**src/hw/rtl/depth_jet_colormap_overlay_core_assert.svh**
```systemverilog
// Assertion macros shared by the colormap pipeline modules.
`ifndef DEPTH_JET_COLORMAP_OVERLAY_CORE_ASSERT_SVH
`define DEPTH_JET_COLORMAP_OVERLAY_CORE_ASSERT_SVH

// The consequence must hold in the same cycle as the trigger.
`define DJC_ASSERT_NOW(lbl, trig, cons, msg) \
  lbl: assert property (@(posedge clk) disable iff (!rst_n) (trig) |-> (cons)) \
    else $error(msg);

// The consequence must hold in the cycle after the trigger.
`define DJC_ASSERT_NEXT(lbl, trig, cons, msg) \
  lbl: assert property (@(posedge clk) disable iff (!rst_n) (trig) |=> (cons)) \
    else $error(msg);

`endif

```
**src/hw/rtl/djc_pkg.sv**
```systemverilog
// Shared constants and types of the depth colormap overlay pipeline.
package djc_pkg;

  localparam int DISPARITY_BITS_DEF = 16;
  localparam int FOCAL_BITS         = 32;
  localparam int DEPTH_BITS         = 16;
  localparam int UPPER_BITS         = DEPTH_BITS + 1;
  localparam int GRAY_BITS          = 8;
  localparam int COLOR_BITS         = 8;
  localparam int CFG_DATA_BITS      = 32;
  localparam int CFG_ADDR_BITS      = 4;
  localparam int REG_IDX_BITS       = 2;

  localparam logic [REG_IDX_BITS-1:0] REG_FOCAL_BASELINE = REG_IDX_BITS'(0);
  localparam logic [REG_IDX_BITS-1:0] REG_MIN_DEPTH      = REG_IDX_BITS'(1);
  localparam logic [REG_IDX_BITS-1:0] REG_MAX_DEPTH      = REG_IDX_BITS'(2);
  localparam logic [REG_IDX_BITS-1:0] REG_OVERLAY_MODE   = REG_IDX_BITS'(3);

  localparam logic [FOCAL_BITS-1:0] FOCAL_BASELINE_RESET = FOCAL_BITS'(1000000);
  localparam logic [DEPTH_BITS-1:0] MIN_DEPTH_RESET      = DEPTH_BITS'(0);
  localparam logic [DEPTH_BITS-1:0] MAX_DEPTH_RESET      = DEPTH_BITS'(10000);
  localparam logic                  OVERLAY_MODE_RESET   = 1'b1;

  localparam logic [COLOR_BITS-1:0] COLOR_MAX = '1;

  // Colormap segments, named after the channel that carries the ramp.
  typedef logic [1:0] seg_t;
  localparam seg_t SEG_RISE_G = 2'd0;
  localparam seg_t SEG_FALL_B = 2'd1;
  localparam seg_t SEG_RISE_R = 2'd2;
  localparam seg_t SEG_FALL_G = 2'd3;

  typedef struct packed {
    logic [FOCAL_BITS-1:0] focal_baseline;
    logic [DEPTH_BITS-1:0] min_depth;
    logic [DEPTH_BITS-1:0] span;
    logic [UPPER_BITS-1:0] upper;
    logic                  overlay_mode;
  } cfg_t;

  typedef struct packed {
    logic                  invalid;
    logic [GRAY_BITS-1:0]  gray;
    logic [DEPTH_BITS-1:0] n;
  } depth_t;

  typedef struct packed {
    logic                  invalid;
    logic [GRAY_BITS-1:0]  gray;
    seg_t                  seg;
    logic [COLOR_BITS-1:0] level;
  } color_t;

endpackage

```
**src/hw/rtl/djc_out_if.sv**
```systemverilog
// Pixel output channel: BGR bytes with valid/ready.
interface djc_out_if;
  logic                           valid;
  logic                           ready;
  logic [djc_pkg::COLOR_BITS-1:0] blue;
  logic [djc_pkg::COLOR_BITS-1:0] green;
  logic [djc_pkg::COLOR_BITS-1:0] red;

  modport source (output valid, blue, green, red, input ready);
  modport sink (input valid, blue, green, red, output ready);
endinterface

```
**src/hw/rtl/djc_blend.sv**
```systemverilog
// Builds the BGR pixel, blends it over gray and holds it in the output register.
`include "depth_jet_colormap_overlay_core_assert.svh"

module djc_blend (
  input  logic            clk,
  input  logic            rst_n,
  input  djc_pkg::cfg_t   cfg,
  input  logic            in_valid,
  output logic            in_ready,
  input  djc_pkg::color_t in_color,
  djc_out_if.source       out_ch
);

  localparam int CB = djc_pkg::COLOR_BITS;
  localparam int XB = CB + 3;
  localparam int PB = 24;
  localparam logic [PB-1:0] RECIP10 = PB'(6554);

  logic          valid_r;
  logic [CB-1:0] blue_r;
  logic [CB-1:0] green_r;
  logic [CB-1:0] red_r;
  logic [CB-1:0] blue_nxt;
  logic [CB-1:0] green_nxt;
  logic [CB-1:0] red_nxt;

  // Exact for every value below 16384, well above the largest sum used here.
  function automatic logic [CB-1:0] div10(input logic [XB-1:0] x);
    logic [PB-1:0] prod;
    prod = PB'(x) * RECIP10;
    return prod[PB-1:16];
  endfunction

  function automatic logic [CB-1:0] mix(input logic [CB-1:0] c, input logic [CB-1:0] g);
    logic [CB:0] sum;
    sum = {1'b0, div10(XB'(c) * XB'(6) + XB'(5))} + {1'b0, div10(XB'(g) * XB'(4) + XB'(5))};
    return (sum > {1'b0, djc_pkg::COLOR_MAX}) ? djc_pkg::COLOR_MAX : sum[CB-1:0];
  endfunction

  always_comb begin
    logic [CB-1:0] b;
    logic [CB-1:0] g;
    logic [CB-1:0] r;
    logic [CB-1:0] flat;
    case (in_color.seg)
      djc_pkg::SEG_RISE_G: begin
        b = djc_pkg::COLOR_MAX;
        g = in_color.level;
        r = '0;
      end
      djc_pkg::SEG_FALL_B: begin
        b = in_color.level;
        g = djc_pkg::COLOR_MAX;
        r = '0;
      end
      djc_pkg::SEG_RISE_R: begin
        b = '0;
        g = djc_pkg::COLOR_MAX;
        r = in_color.level;
      end
      djc_pkg::SEG_FALL_G: begin
        b = '0;
        g = in_color.level;
        r = djc_pkg::COLOR_MAX;
      end
      default: begin
        b = '0;
        g = '0;
        r = '0;
      end
    endcase
    flat = cfg.overlay_mode ? in_color.gray : djc_pkg::COLOR_MAX;
    if (in_color.invalid) begin
      blue_nxt  = flat;
      green_nxt = flat;
      red_nxt   = flat;
    end else if (cfg.overlay_mode) begin
      blue_nxt  = mix(b, in_color.gray);
      green_nxt = mix(g, in_color.gray);
      red_nxt   = mix(r, in_color.gray);
    end else begin
      blue_nxt  = b;
      green_nxt = g;
      red_nxt   = r;
    end
  end

  assign in_ready = !valid_r || out_ch.ready;

  always_ff @(posedge clk) begin
    if (!rst_n) begin
      valid_r <= 1'b0;
    end else if (in_ready) begin
      valid_r <= in_valid;
    end
  end

  always_ff @(posedge clk) begin
    if (in_ready) begin
      blue_r  <= blue_nxt;
      green_r <= green_nxt;
      red_r   <= red_nxt;
    end
  end

  assign out_ch.valid = valid_r;
  assign out_ch.blue  = blue_r;
  assign out_ch.green = green_r;
  assign out_ch.red   = red_r;

  `DJC_ASSERT_NOW(a_blend_stall, in_valid && !in_ready, out_ch.valid && !out_ch.ready, "output stage refused a request while free")

endmodule

```
**src/flat_wrapper.sv**
```systemverilog
// flat-port wrapper written by rule: the top's interface ports become plain ports
module djc_blend_flat 
  (clk, rst_n, cfg, in_valid, in_ready, in_color, out_ch_valid, out_ch_blue, out_ch_green, out_ch_red, out_ch_ready);
  djc_out_if out_ch_i ();
  input  logic clk;
  input  logic rst_n;
  input  djc_pkg::cfg_t cfg;
  input  logic in_valid;
  output logic in_ready;
  input  djc_pkg::color_t in_color;
  output wire logic [$bits(out_ch_i.valid)-1:0] out_ch_valid;
  output wire logic [$bits(out_ch_i.blue)-1:0] out_ch_blue;
  output wire logic [$bits(out_ch_i.green)-1:0] out_ch_green;
  output wire logic [$bits(out_ch_i.red)-1:0] out_ch_red;
  input wire logic [$bits(out_ch_i.ready)-1:0] out_ch_ready;
  assign out_ch_valid = out_ch_i.valid;
  assign out_ch_blue = out_ch_i.blue;
  assign out_ch_green = out_ch_i.green;
  assign out_ch_red = out_ch_i.red;
  assign out_ch_i.ready = out_ch_ready;
  djc_blend u_core (.clk(clk), .rst_n(rst_n), .cfg(cfg), .in_valid(in_valid), .in_ready(in_ready), .in_color(in_color), .out_ch(out_ch_i));
endmodule
```
**config.mk**
```make
export PLATFORM = sky130hd
export DESIGN_NAME = djc_blend_flat
export DESIGN_NICKNAME = d
export VERILOG_FILES = /design/src/hw/rtl/djc_pkg.sv /design/src/hw/rtl/djc_out_if.sv /design/src/hw/rtl/djc_blend.sv /design/src/flat_wrapper.sv
export VERILOG_INCLUDE_DIRS = /design/src /design/src/hw/rtl
export SDC_FILE = /design/constraint.sdc
export NUM_CORES = 1
export LEC_CHECK = 0
export BUFFER_PORTS_ARGS = -buffer_cell sky130_fd_sc_hd__buf_2
export CELL_PAD_IN_SITES_DETAIL_PLACEMENT = 0
export CELL_PAD_IN_SITES_GLOBAL_PLACEMENT = 1
export CORE_ASPECT_RATIO = 0.9
export CORE_MARGIN = 8
export CORE_UTILIZATION = 35
export DETAILED_ROUTE_END_ITERATION = 10
export PLACE_DENSITY_LB_ADDON = 0.25
export SLEW_MARGIN = 25
export SYNTH_ARGS = -nofsm -noshare
export SYNTH_HDL_FRONTEND = slang
export SYNTH_SLANG_ARGS = --single-unit
export TNS_END_PERCENT = 100
```
**constraint.sdc**
```tcl
create_clock -name clk -period 25.2 [get_ports clk]
set_input_delay 1.26 -clock clk [delete_from_list [all_inputs] [get_ports clk]]
set_output_delay 1.26 -clock clk [all_outputs]
set_load 0.1 [all_outputs]
```
Word-level counts from Yosys, hierarchy flattened. Cells that the tools add are included. W data, S select, Z words.

Memory bits (writable): 0. Memories: 0. Output and inout bits: 26. Word-level logic and storage cells: 44. Memory bits (read-only): 0. Latch bits: 0. Register bits after elaboration: 25. Input port bits: 105.

Shift operators: 0. Mux-type cells: 13. $lt $le $gt $ge: 3. Div/mod/pow operators: 0. Bitwise operators: 0. Equal/unequal tests: 3. Reduce and logical (&&, ||, !) cells: 7. Add/sub/neg operators: 7. Multipliers: 7.

Operators with widths (count): $mul A11 B12 Y23 const B (4); $mux W8 (10); $pmux W8 S3 (2); $add A11 B3 Y11 const B (3); $mul A8 B2 Y10 const B (3); $add A8 B8 Y9 (3); $gt A9 B8 Y1 const B (3); $pmux W8 S2 (1); $add A10 B3 Y11 const B (1); $reduce_or A2 Y1 (4); $eq A2 B2 Y1 const B (2); $eq A2 B1 Y1 const B (1); $logic_not A2 Y1 (1); $logic_not A1 Y1 (1); $logic_or A1 B1 Y1 (1).

Logic depth before layout (Yosys ltp). Gate-level depths: netlist (run 1).

Word-level depth: 11. Depth in mapped cells: 43. Mapped depth without buffers: 42.

Worst setup path before layout (run 1). OpenSTA, ideal clock, no wires.

Path type: input -> register. Start point: input port in_color[9] (netlist bit). End point: register u_core.blue_r[2], in the netlist u_core.out_ch.blue[2], data pin. Buffers on the path: 1. Slack: 15301 ps. Stages: 37. Arrival time: 9638 ps. Setup time: 262 ps. Data required time: 24938 ps. Cells stage by stage: inv_1 -> ha_1 -> or3_1 -> clkbuf_1 -> nand2_1 -> ha_1 -> ha_1 -> or3_4 -> a21boi_2 -> o31ai_2 -> or4b_4 -> a2111oi_4 -> nand2_2 -> mux2i_1 -> a22o_1 -> ha_1 -> fa_1 -> fa_1 -> fa_1 -> fa_1 -> inv_1 -> ha_1 -> a21o_1 -> a21o_1 -> a21o_1 -> o21ai_0 -> nand2b_1 -> xor2_1 -> fa_1 -> a21o_1 -> a21oi_1 -> o21bai_1 -> a21oi_1 -> o21bai_1 -> a211o_1 -> o21ai_0 -> a21oi_1.

Cells in the longest elaborated chain, start to end: 11. Elaborated cells on any way between the ends: 14. Those cells by class: add/sub: 2; mul: 2; order compare: 1; eq/ne: 3; mux: 4; reduce/logical: 2.

RTL lines: start: declaration (line flat_wrapper.sv:10) `input djc_pkg::color_t in_color;`; $eq A2 B2 Y1 (line djc_blend.sv:45) `case (in_color.seg)`; $reduce_or A2 Y1 (no line); $pmux W8 S3 (*) (line djc_blend.sv:45); $mul A8 B2 Y10 (line djc_blend.sv:36) `sum = {1'b0, div10(XB'(c) * XB'(6) + XB'(5))} + {1'b0, div10(XB'(g) * XB'(4) + XB'(5))};`; $add A11 B3 Y11 (line djc_blend.sv:36); $mul A11 B12 Y23 (line djc_blend.sv:30) `prod = PB'(x) * RECIP10;`; $add A8 B8 Y9 (line djc_blend.sv:36); $gt A9 B8 Y1 (line djc_blend.sv:37) `return (sum > {1'b0, djc_pkg::COLOR_MAX}) ? djc_pkg::COLOR_MAX : sum[CB-1:0];`; $mux W8 (line djc_blend.sv:37); $mux W8 (*) (line djc_blend.sv:77) `end else if (cfg.overlay_mode) begin`; $mux W8 (*) (line djc_blend.sv:73) `if (in_color.invalid) begin`; net u_core.blue_nxt[2] (line djc_blend.sv:23) `logic [CB-1:0] blue_nxt;`; end signal: assignment (line djc_blend.sv:100) `blue_r <= blue_nxt;`; end: declaration (line djc_blend.sv:20) `logic [CB-1:0] blue_r;`.

Mark *: on every way through the listed nets, which the timed path passes. The rest lies on a longest branch. A chain may end at the register's enable or synchronous reset.

Worst setup path after layout (run 1).
Start point: input port in_color[8] (netlist bit). End point: register u_core.blue_r[2], in the netlist u_core.out_ch.blue[2], data pin.

Same word-level chain as after synthesis.

==> metrics.md, run 1 <==
| Metric | Value |
|---|---|
| Post-DP HPWL | 23.7 mm |
| Post-synth ARST share | 0% |
| Die Ht | about 190 um |
| RSZ-0062 raised after global routing | false |
| Most frequent cells in the layout | ha_1 (311), inv_1 (283), fa_1 (114) |
| Setup violators final | 0 |
| Post-synthesis cell area | between 10000 and 15000 um^2 |
| Worst-Skew Late Latency | between 0.2 and 0.3 ns |
| Number of global-route vias before repair | about 8600 |
| Post-DR vias/cell | a little under 5 |
| Synth Instances | ~1300 |
| Initial Util | between 30% and 40% |
| Top routing layer in use | met4 |
| Yosys reg bits | 25 |
| ANT nets after route | 0 |
| Register area share after synthesis | 6.46% |
| Final Cycle Share | between 40 and 50% |
| Worst Max-Slew Pin Slew | between 0.8 and 0.9 ns |
| Largest net degree at the start of global routing | 27 |
| Critical Path AT | ~11 ns |
| Clock Skew | slightly below 0.006 ns |
| Status | completed |
| Antenna violations before repair | 1 |
| Max-cap violations | 0 |
| Gpl congestion | a little over 0.8 |
| Post-CTS setup buffers | 0 |
| Cts hold-fix bufs | 0 |
| Post-synth EDFFs | 24 |
| Num CTS Buffers | 3 |
| CP max FO | 11 |
| Share of cells above drive strength 1 | under 10% |
| Critical Path End Type | flop |
| Clock transition at path regs | around 0.07 ns |
| Setup tns final | 0 ns |
| Final wirelength | about 26 mm |
| Avg WL per Cell | roughly 15 um |
| # port buffers | between 40 and 50 |
| Main synth FF type | edfxtp_1 |
| Routed vias | 8395 |
| Setup crit start kind | primary input |
| WL met2 | about 12 mm |
| # rows | 63 |
| Nets | 1834 |
| Root buffer cell | clkbuf_16 |
| First-pass GRT wire length | 44.1 mm |
| Hold Crit Class | reg2reg |
| CP max-delay cell | fa_1 |
| Core Region | between 30000 and 40000 um^2 |
| Commonest non-fill, non-tap cell in the layout | ha_1 |
| Clock tree buffer depth | 2 |
| Syn Area/Cell | 9.09 um^2 |
| Worst EP required | 25.18 ns |
| CTS resizes | 0 |
| CP Class | in2reg |
| Post-route minimum period | approximately 11 ns |
| Io pins | 131 |
| Relative slew slack | a little over two fifths |
| Synth Net Count | 1791 |
| DIE AREA | between 30000 and 40000 um^2 |
| 1st-iter DRT viols | ~380 |
| CTS Sinks | 25 |
| Final Hold Viols | 0 |
| Multi-input gate area | roughly 9600 um^2 |
| Slew Viols, Final | 0 |
| Sequential Area | 741 um^2 |
| Total global routing overflow | 0 |
| DRT met1 WL | approximately 13 mm |
| Synth warn | 0 |
| CTS tree | yes |
| Gr usage total | 14.0% |
| Die Wd | slightly above 200 um |
| Syn-to-layout area delta | 6.97% |
| First-pass DRT Iterations | 5 |
| Slowest Stage Delay on Critical Path | approximately 0.56 ns |
| WL met3 | 963 um |
| Detailed-route DRC error count | 0 |
| Most used cell, CP | ha_1 |
| Max H-tree Level | 1 |
| Fmax | around 0.09 GHz |
| Post-synth cell types | 77 |
| Fillers | between 3000 and 4000 |
## final timing paths
path	endpoint	cells after the start	slack (ns)	from
max	u_core.out_ch.blue[2]	40	13.96	in_color[8]
min	u_core.out_ch.green[6]	2	0.90	u_core.out_ch.valid
min reg2reg	u_core.out_ch.green[6]	2	0.90	u_core.out_ch.valid
max reg2reg	u_core.out_ch.valid	3	24.08	u_core.out_ch.valid
## cells by family after synthesis
group / share of synthesized area [%]
flops: 6.46
fa+ha+maj: 53.8
buf+inv: 9.94
xor+xnor: 8.21
simple gates: 7.95
compound gates: 13.0
mux: 0.557
## synth_stat cells (7+ instances only)
cell      number  share of area (%)
nor2_1        49                1.6
and3_1         8               0.44
clkbuf_1       7               0.23
inv_1        283                9.3
nand2b_1      15               0.82
o21ai_0       19               0.83
a21o_1        26                1.7
xnor2_1       64                4.9
fa_1         114                 20
o22ai_1       13               0.71
o21ai_1        8               0.35
nand2_1       37                1.2
a211oi_1       7               0.46
a21oi_1       68                3.0
nand3_1       20               0.87
o21bai_1      14               0.92
nor3_1        17               0.74
ha_1         311                 34
nand4_1        8               0.44
edfxtp_1      24                6.3
xor2_1        39                3.0
## metrics by stage
step / worst slack [ns] / cell area [um^2] / hold slack (ns) / utilization (%) / cells
finish: 13.96 / 12300 / 0.903 / 37.6 / 1726
global route: 13.16 / 12300 / 0.974 / 37.6 / 1726
CTS: 13.87 / 12300 / 0.926 / 37.6 / 1725
detailed placement: 13.62 / 12200 / 0.902 / 37.3 / 1721
global placement: 13.65 / 12200 / 0.903 / 37.3 / 1721
floorplan: 15.30 / 11500 / 1.40 / - / 1261
## cell type report
class,count,share of cell area [%]
inverter,287,8.78
multi-input combinational,937,78.1
tap,422,4.31
clock buffer,4,0.643
sequential,25,6.04
antenna,1,0.0204
timing repair buffer,50,2.06
## worst max-delay path, delay by kind of cell
| kind | cells | cell delay (ns) |
|---|---|---|
| AOI/OAI and AO/OA | 18 | 3.58 |
| xor gates and xnor gates | 3 | 0.79 |
| adders and majority gates | 10 | 3.92 |
| buffers and inverters | 4 | 0.32 |
| and+or+nand+nor | 5 | 1.36 |
## registers in the layout (all words and copies together) (netlist names)
signal / flops
u_core.out_ch.blue: 8
u_core.out_ch.green: 8
u_core.out_ch.red: 8
u_core.out_ch.valid: 1
## routing by layer
layer | global-route usage, % | vias up
li1 | - | 4324
met1 | 20.1 | 3926
met2 | 22.5 | 126
met3 | 1.26 | 19
met4 | 2.69 | 0
met5 | 0 | -
Power of run 1 is left out: the tool's default activity adds up to more than one toggle a clock period on the data nets, which glitch-free logic cannot reach.
==> inputs of run 2 (changes only) <==
- ABC_AREA: not set -> 1
- clock period: 25.2 -> 10 ns (I/O delays scaled with it)
==> metrics.md, run 2 <==
| Metric | Value |
|---|---|
| CTS tree | yes |
| Setup tns final | 0 ns (unchanged) |
| Num CTS Buffers | 3 (unchanged) |
| Clock Skew | 0.0198 ns (+0.0140 ns) |
| Syn Area/Cell | 7.56 um^2 (-17%) |
| Nets | 2300 (+25%) |
| Register area share after synthesis | 5.70% (-0.77 points) |
| Gr usage total | 16.0% (+2.0 points) |
| Setup violators final | 0 (unchanged) |
| Synth Net Count | 2251 (+26%) |
| Antenna violations before repair | 3 (+2) |
| Routed vias | 10900 (+30%) |
| Post-synthesis cell area | 13000 um^2 (+13%) |
| Post-synth cell types | 56 (-27%) |
| Avg WL per Cell | 15.2 um (-0.19%) |
| CP Depth | 44 (+10%) |
| Yosys top cell area share | 29.9% (-4.0 points) |
| Most used cell, CP | inv_1 |
| Max H-tree Level | 1 (unchanged) |
| Count leader, synth | inv_1 |
| Post-synth ARST share | 0% (unchanged) |
| Die Wd | 219 um (+6.0%) |
| Initial Util | 35.2% (+0.050 points) |
| Hold Path Depth | 3 (+1) |
| Met1 usage | 24.5% (+4.4 points) |
| Fmax | ~0.11 GHz |
| Synth Instances | 1721 (+36%) |
| Root buffer cell | clkbuf_16 |
| # port buffers | 49 (unchanged) |
| Worst Max-Slew Pin Slew | 0.765 ns (-0.0979 ns) |
| CP max FO | 6 (-5) |
| Post-DP HPWL | 30.8 mm (+30%) |
| Number of global-route vias before repair | 10800 (+25%) |
| Slew Viols, Final | 0 (unchanged) |
| Max-cap violations | 0 (unchanged) |
| Most frequent cells in the layout | inv_1 (381), ha_1 (311), nand2_1 (274) |
| Sequential Area | 741 um^2 (unchanged) |
| Largest net degree at the start of global routing | 39 (+44%) |
| First-pass DRT Iterations | 7 (+2) |
| First-pass GRT wire length | 56.2 mm (+27%) |
| Met3 global-route usage | 1.84% (+0.58 points) |
| R2R Setup Slk | 8.92 ns (-15.16 ns) |
| Slowest Stage Delay on Critical Path | 0.57 ns (about the same) |
| Post-DR vias/cell | 4.83 (-0.77%) |
| Yosys reg bits | 25 (unchanged) |
| Core Region | 37000 um^2 (+13%) |
| Clock tree buffer depth | 2 (unchanged) |
| CP Class | in2reg |
| Clock transition at path regs | 0.08 ns (about the same) |
| Hold Crit Class | in2reg |
| 1st-iter DRT viols | 565 (+47%) |
| WP buf/inv | 12 (+8) |
| DIE AREA | 43600 um^2 (+12%) |
| Synth top cells by count | inv_1 (381), ha_1 (311), nand2_1 (274), fa_1 (114), a21oi_1 (100) |
| Critical Path End Type | flop |
| CP max-delay cell | fa_1 |
| Final wirelength | 34.2 mm (+30%) |
| Share of cells above drive strength 1 | 7.24% (+1.1 points) |
| ANT nets after route | 0 (unchanged) |
| # rows | 67 (+6.3%) |
| GRT met2 Usage | 24.0% (+1.6 points) |
| Syn-to-layout area delta | 7.12% |
| Detailed-route DRC error count | 0 (unchanged) |
| Worst-Skew Late Latency | 0.28 ns (+0.02 ns) |
| Die Ht | 199 um (+6.0%) |
| Io pins | 131 (unchanged) |
| CP delay by family, top | adder cells |
| Status | completed |
| Synth warn | 0 (unchanged) |
| Final Cycle Share | around 93% |
| Multi-input gate area | 10700 um^2 (+12%) |
| Post-route minimum period | just over 9 ns |
| RSZ-0062 raised after global routing | false |
| Post-synth EDFFs | 24 (unchanged) |
| Final core utilization | 37.7% (+0.10 points) |
| Synth area leaders | ha_1 (30%), fa_1 (18%), inv_1 (11%) |
| Critical Path AT | 9.34 ns (-1.88 ns) |
| Post-CTS setup buffers | 0 (unchanged) |
| Largest area contributor in the netlist | ha_1 |
| Fillers | 3852 (+15%) |
| Worst r2r path cells | 2 (-1) |
| Relative slew slack | 48.5% (+6.4 points) |
| Setup crit start kind | primary input |
| Gpl congestion | 0.871 (+6.1%) |
| Commonest non-fill, non-tap cell in the layout | inv_1 |
| Main synth FF type | edfxtp_1 |
| CTS Sinks | 25 (unchanged) |
| Final Hold Viols | 0 (unchanged) |
| Total global routing overflow | 0 (unchanged) |
| Worst EP required | 10.02 ns (-15.16 ns) |
| Layer with the highest usage | met1 |
[run 2: changes by cell type after synthesis, moves of 34 or more]
cell	change
nor2_1	+34
xnor2_1	-45
nand2_1	+237
o21ai_0	+73
inv_1	+98
nand3_1	+63
[run 2: tightest hold or removal path, stage by stage]
cell,delay (ns)
buf_2,0.10
inv_1,0.04
a21boi_0,0.07
[run 2: layout make-up]
cell class | instances | share of cell area [%]
well taps | 483 | 4.34
inverters | 393 | 10.6
diodes | 1 | 0.0180
multi-input cells | 1294 | 77.2
flip-flops and latches | 25 | 5.32
clock buffers | 3 | 0.539
clock inverters | 1 | 0.0539
repair buffers | 53 | 1.98
[run 2: worst paths after layout]
path | endpoint | from
setup / recovery | u_core.out_ch.green[6] | in_color[8]
hold / removal | u_core.out_ch.valid | in_valid
setup reg to reg | u_core.out_ch.blue[7] | u_core.out_ch.valid
hold reg to reg | u_core.out_ch.blue[3] | u_core.out_ch.valid
[run 2: cells by family (layout without fill, tap and decap cells)]
kind of cell / count (synthesis) / after routing / share of synthesized area, %
compound gates: 237 / 237 / 10.2
buf+inv: 402 / 450 / 11.7
simple gates: 555 / 555 / 19.8
flops: 25 / 25 / 5.70
fa+ha+maj: 425 / 425 / 47.5
other cells: 0 / 1 / 0
xor+xnor: 77 / 77 / 5.24
[run 2: repair_timing]
item | in CTS | in global routing
hold buffers | 0 | 0
hold endpoints to repair | 0 | 0
endpoints found under the setup margin | 0 | 2
gates resized for setup | 0 | 1
[run 2: metrics by stage]
step / hold WS (ns) / cell area, um^2 / std cells / worst slack [ns]
2_1_floorplan: 0.641 / 13000 / 1721 / 1.67
3_3_place_gp: 0.754 / 13800 / 2248 / 0.452
3_5_place_dp: 0.768 / 13800 / 2248 / 0.427
4_1_cts: 0.489 / 13900 / 2252 / 0.657
5_1_grt: 0.484 / 13900 / 2253 / 0.0229
6_report: 0.485 / 13900 / 2253 / 0.673
[run 2: metal layers]
metal  vias up  part of all wire [%]
met4         4                   1.2
met1      5015                    53
li1       5641                     -
met3        28                   4.1
met2       186                    41
met5         -                 0.079
Power of run 2 is left out for the same reason.
